## src/rtl/core/viau_pkg.sv

```systemverilog
// ----------------------------------------------------------------------------
// viau_pkg: shared types and constants for the VM integer ALU
// Operation codes, data width and the pipeline beat type.
// ----------------------------------------------------------------------------
package viau_pkg;

  localparam int DataWidth = 32;
  localparam int KindWidth = 5;
  localparam int ShiftBits = 5;
  localparam int CntWidth  = $clog2(DataWidth + 1);

  typedef logic [DataWidth-1:0] word_t;
  typedef logic [KindWidth-1:0] kind_t;

  localparam kind_t OpAdd = 5'd0;
  localparam kind_t OpSub = 5'd1;
  localparam kind_t OpMul = 5'd2;
  localparam kind_t OpDiv = 5'd3;
  localparam kind_t OpMod = 5'd4;
  localparam kind_t OpAnd = 5'd5;
  localparam kind_t OpOr  = 5'd6;
  localparam kind_t OpXor = 5'd7;
  localparam kind_t OpNot = 5'd8;
  localparam kind_t OpInc = 5'd9;
  localparam kind_t OpDec = 5'd10;
  localparam kind_t OpShl = 5'd11;
  localparam kind_t OpShr = 5'd12;
  localparam kind_t OpMin = 5'd13;
  localparam kind_t OpMax = 5'd14;
  localparam kind_t OpEq  = 5'd15;
  localparam kind_t OpNe  = 5'd16;
  localparam kind_t OpLt  = 5'd17;
  localparam kind_t OpGt  = 5'd18;

  // Control carried alongside each beat through the divider pipeline
  typedef struct packed {
    logic  valid;
    logic  is_div;
    logic  is_mod;
    logic  q_neg;
    logic  zero;
    word_t simple;   // result of the combinational operations
  } div_ctl_t;

endpackage

```

## src/rtl/core/viau_mul.sv

```systemverilog
// ----------------------------------------------------------------------------
// viau_mul: pipelined wrapping multiplier
// Low half of a*b from 16-bit partial products, registered, then combined
// and delayed; the latency matches viau_div's so results line up.
// ----------------------------------------------------------------------------
module viau_mul (
  input  logic           clk,
  input  viau_pkg::word_t a,
  input  viau_pkg::word_t b,
  output viau_pkg::word_t prod
);
  import viau_pkg::*;

  localparam int Half = DataWidth / 2;
  localparam int Lat  = DataWidth;

  logic [Half-1:0] al, ah, bl, bh;
  word_t p_ll, p_lh, p_hl;
  word_t sum;
  word_t dly [Lat-1];

  assign al = a[Half-1:0];
  assign ah = a[DataWidth-1:Half];
  assign bl = b[Half-1:0];
  assign bh = b[DataWidth-1:Half];

  // Form partial products (low half only needed for cross terms)
  always_ff @(posedge clk) begin
    p_ll <= word_t'(al) * word_t'(bl);
    p_lh <= word_t'(al) * word_t'(bh);
    p_hl <= word_t'(ah) * word_t'(bl);
  end

  // Combine cross terms into the upper half
  always_ff @(posedge clk) begin
    sum <= p_ll + ((p_lh + p_hl) << Half);
  end

  // Delay to the divider's latency
  always_ff @(posedge clk) begin
    dly[0] <= sum;
    for (int i = 1; i < Lat - 1; i++) begin
      dly[i] <= dly[i-1];
    end
  end

  assign prod = dly[Lat-2];
endmodule

```

## config.mk

```make
export PLATFORM = sky130hd
export DESIGN_NAME = viau_mul
export DESIGN_NICKNAME = d
export VERILOG_FILES = /design/src/rtl/core/viau_pkg.sv /design/src/rtl/core/viau_mul.sv
export SDC_FILE = /design/constraint.sdc
export NUM_CORES = 2
export LEC_CHECK = 0
export BUFFER_PORTS_ARGS = -buffer_cell sky130_fd_sc_hd__buf_4
export CORE_MARGIN = 5
export CORE_UTILIZATION = 30
export CTS_CLUSTER_DIAMETER = 120
export CTS_CLUSTER_SIZE = 30
export DETAILED_ROUTE_END_ITERATION = 10
export SETUP_SLACK_MARGIN = 0.02
export SYNTH_ARGS = -nofsm -noshare
export SYNTH_HDL_FRONTEND = slang
export SYNTH_SLANG_ARGS = --single-unit
```

## constraint.sdc

```tcl
create_clock -name clk -period 6.75 [get_ports clk]
set_clock_uncertainty 0.15 [all_clocks]
set_input_delay 0.3375 -clock clk [delete_from_list [all_inputs] [get_ports clk]]
set_output_delay 0.3375 -clock clk [all_outputs]
set_load 0.01 [all_outputs]
```

Word level (Yosys, flattened, before mapping)
Memories as Yosys holds them, arrays and structs flattened.
Index checks and enable logic that the tools add are counted.

word-level totals
  input port bits = 65
  bits in read-only memories = 0
  logic and storage cells = 10
  bits in writable memories = 992
  latch bits = 0
  memories = 1
  flip-flop bits (word level) = 96
  output and inout port bits = 32

memories
  memory  depth  width  rd ports  clocked after Yosys merged registers in  write ports  RTL line        RTL
  dly     31     32     31        0                                        31           viau_mul.sv:20  word_t dly [Lat-1];

operators by class
  divide/modulo/power cells = 0
  multipliers = 3
  shift-type cells = 0
  bitwise operators = 0
  $add $sub $neg = 2
  magnitude comparators = 0
  mux-type cells = 0
  equal/unequal tests = 0
  reduce and logical (&&, ||, !) cells = 0

operator list
  kind                                            count
  32-bit adder                                    1
  16-bit by 16-bit multiplier with 16-bit output  2
  16-bit by 16-bit multiplier with 32-bit output  1
  16-bit adder                                    1

Depth between registers and ports, before layout
  word-level depth = 2
  depth in mapped cells = 24
  gate-level depth less buffers = 21

Worst setup path after synthesis
Ideal clock, no wire load.

  path kind = input port to flip-flop
  start point = input port a[13]
  end point = register p_ll[31]
  path buffers = 2
  setup slack = 0.897 ns
  cell stages on the path = 20
  arrival = 5.585 ns
  library setup time = 0.118 ns
  data required time = 6.482 ns
  cells stage by stage = clkbuf_1 -> clkbuf_1 -> nand2_1 -> fa_1 -> fa_1 -> fa_1 -> inv_1 -> fa_1 -> fa_1 -> inv_1 -> fa_1 -> inv_1 -> ha_1 -> or3_1 -> a211oi_2 -> o31a_1 -> o2111ai_2 -> a31oi_2 -> o21ai_2 -> xnor2_1

between the ends
  cells in the longest elaborated chain, start to end = 1

ends and longest elaborated chain
  item                                            RTL line        RTL
  start, declared                                 viau_mul.sv:8   input viau_pkg::word_t a,
  16-bit by 16-bit multiplier with 32-bit output  viau_mul.sv:29  p_ll <= word_t'(al) * word_t'(bl);
  end signal, assigned                            viau_mul.sv:29
  end, declared                                   viau_mul.sv:18  word_t p_ll, p_lh, p_hl;

Every way passes these cells.

Worst setup path after layout
  start point = input port b[4]
  end point = register p_ll[30]

between the ends
  cells in the longest elaborated chain, start to end = 1

ends and longest elaborated chain
  item                                            RTL line        RTL
  start, declared                                 viau_mul.sv:9   input viau_pkg::word_t b,
  16-bit by 16-bit multiplier with 32-bit output  viau_mul.sv:29

Every way passes these cells.

==> metrics.txt <==
outcome finished, final reports clean; DP HPWL 44,100 um; Post-synth ARST share 0%; top cells by count, synth dfxtp_1, inv_1, fa_1; hold path startpoint b[0]; die area between 100,000 and 150,000 um^2; Core Box Area 131,000 um^2; Num CTS Buffers 42; RR Startpoint p_lh[0]; R2R Setup Slk 2.89 ns; Worst EP required roughly 7.1 ns; Hold WC Path Type input port to register; Worst-path clk slew 0.10 ns; CP delay by family, top adder cells; Ports 97; DR iter-0 viols 1,039; Antenna Cells 0; XOR/XNOR Fraction of Synth Area 2.98%; critical path data arrival time about 6 ns; Final Max Slew Viols 0; DR vias 19,726; Post-Synth Adder-Cell Area 25.5%; post-synthesis sequential area ratio 55.3%; Synth top area share 55.3%; initial core utilization 30.1%; Finished Layout Cells 5,017; post-DR wirelength/cell between 10 and 15 um; R2R depth 16; Critical Path Start Type input port; post-route minimum period 5.54 ns; largest net degree at the start of global routing 33; initial antenna violation count 1; IO Port Bufs 96; remaining antenna violation count 0; capturing point of the worst reg2reg path sum[31]; complex-gate fraction of the synthesized area under 10%; Most used DFF post-synth dfxtp_1; Pleak 19.6 nW; setup TNS 0 ns; post_cts resized 0; Synth Register Bits around 1,100; fillers 12,998; CTS tree done; Clock Tree Buf Depth 3; placed cells around 5,000; postcts setup bufs 0; Clock Tree Root clkbuf_16; die height ~370 um; classification of the worst setup path input port to register; FP Rows around 130; GRT Residual Overflow 0; syn avg cell area roughly 12 um^2; layout net count approximately 3,900; # DRC 0; Skew-Pair Late Insertion Delay approximately 0.6 ns; CP peak stage delay around 0.53 ns; CP endpoint kind register; gr usage total under 10%; max_cap viols 0; post-synth net total 3,853; Area Overhead vs Synth 9.64%; RSZ-0062 raised after global routing false; hold buffers post-CTS 2; Ys Warns 0; Max-slew headroom 69.1%; Synth area leader dfxtp_1; Fmax approximately 180 MHz; vias in the first global route 20,334; Power Dens Cells ~550 nW/um^2; count leader, synth dfxtp_1; post-synthesis simple-gate area fraction 8.04%; H-tree levels 2; VDD IR-drop max 0.371 mV; crit-path max FO 28; CP max stage cell fa_1; critical path, cell by cell buf_4 -> and2_1 -> fa_1 -> inv_1 -> fa_1 -> fa_1 -> inv_1 -> fa_1 -> fa_1 -> inv_1 -> fa_1 -> inv_1 -> ha_1 -> a2111oi_0 -> o21ai_0 -> a21oi_1 -> a22oi_2 -> a31oi_1 -> o21ai_0 -> a21oi_1 -> xnor2_1; CP bufs+invs 5; CTS sink cnt 1,088; Top cell by count, worst path fa_1; setup violators final 0; Pre-Repair DR Iteration Count 5; Post-Syn Area 39,400 um^2; Slew @ Worst Pin about 0.46 ns; Die Width 372 um; Post-synth EDFFs 0; Avg Vias per Cell 3.93; Cells after Synth 3,200; Area contributors post-synth dfxtp_1, fa_1, ha_1, inv_1, and2_1; drt total wl approximately 60,000 um; share of layout cells above drive strength 1 5.24%; Final Cycle Share 82.1%; routability cong. 0.825; hold path cells 2; Worst Hold End p_hl[0]; largest family of logic cells by synthesized area adder cells; mux contribution to synthesized area 0%; Fin. Hold Viols 0; first-pass GRT wire length about 100,000 um; library cells used by synthesis 53; Core Util, Final 33.0%
metrics by stage:
| step | total power (W) | setup slack (ns) | hold WS (ns) | area [um^2] |
|---|---|---|---|---|
| floorplan | 0.0185 | 0.897 | 0.160 | 39400 |
| global placement | 0.0211 | 0.625 | 0.160 | 42000 |
| detailed placement | 0.0213 | 0.562 | 0.162 | 42000 |
| CTS | 0.0243 | 1.22 | 0.0414 | 43200 |
| global route | 0.0263 | 0.742 | 0.0539 | 43200 |
| finish | 0.0239 | 1.21 | 0.0916 | 43200 |
layer usage:
layer | routed length, um | vias to the layer above | track usage (%)
met2 | 28600 | 331 | 15.4
met3 | 2450 | 95 | 1.14
met1 | 27600 | 9610 | 11.9
li1 | - | 9690 | -
met5 | 0 | - | 0
met4 | 1660 | 0 | 2.57
where the power goes:
part / leakage, nW / switching (W) / total (W) / internal (W)
Clock: 0.557 / 0.00173 / 0.00288 / 0.00115
Combinational: 9.84 / 0.00596 / 0.0107 / 0.00472
Sequential: 9.18 / 0.000610 / 0.0103 / 0.00971
Total: 19.6 / 0.00830 / 0.0239 / 0.0156
kinds of logic (layout without fill, tap and decap cells):
family	after synthesis	count (layout)
DFF	1088	1088
xor gates and xnor gates	134	134
and+or+nand+nor	663	663
adders and majority gates	588	588
AOI/OAI and AO/OA	162	162
buffers and inverters	565	627
area by class of cell:
class	count	area [um^2]	area share (%)
Sequential cell	1088	21800	50.5
Multi-Input combinational cell	1547	15500	35.8
Tap cell	1755	2200	5.09
Inverter	476	1790	4.14
Clock buffer	42	1050	2.43
Timing Repair Buffer	104	786	1.82
Clock inverter	5	95.1	0.220
state kept, by name, summed over array words and instances (netlist names):
signal and count:
dly 992, p_hl 16, p_lh 16, p_ll 32, sum 32
worst max path at each step:
| stage | cells after the start | startpoint | end |
|---|---|---|---|
| after detailed placement | 21 | b[4] | p_ll[30] |
| final | 21 | b[4] | p_ll[30] |
| after floorplan | 20 | a[13] | p_ll[31] |
| after global placement | 21 | b[4] | p_ll[31] |
| after CTS | 21 | b[4] | p_ll[30] |
| after global routing | 21 | b[4] | p_ll[30] |
placed cells by master (no fill, tap or decap), drive strengths merged, types with 5 or more instances in the layout:
cell type,synthesis,final
dfxtp,1088,1088
inv,476,476
fa,356,356
nand2,341,341
ha,232,232
and2,216,216
xnor2,109,109
buf,0,102
a21oi,62,62
clkbuf,89,42
nor2,38,38
xor2,25,25
o21ai,25,25
a21o,17,17
nand3,17,17
nor3,15,15
o21a,11,11
or3,9,9
o21bai,9,9
a211oi,9,9
nand2b,7,7
nor2b,6,6
or2,6,6
and3,5,5
clkinv,0,5
worst register-to-register path, delay by kind of cell (launching register included):
kind | cells | cell delay (ns)
compound gates | 10 | 1.71
fa+ha+maj | 3 | 0.98
simple gates | 1 | 0.38
flops | 1 | 0.32
xor+xnor | 2 | 0.25
Note: power is estimated with default switching activity, not from simulation.
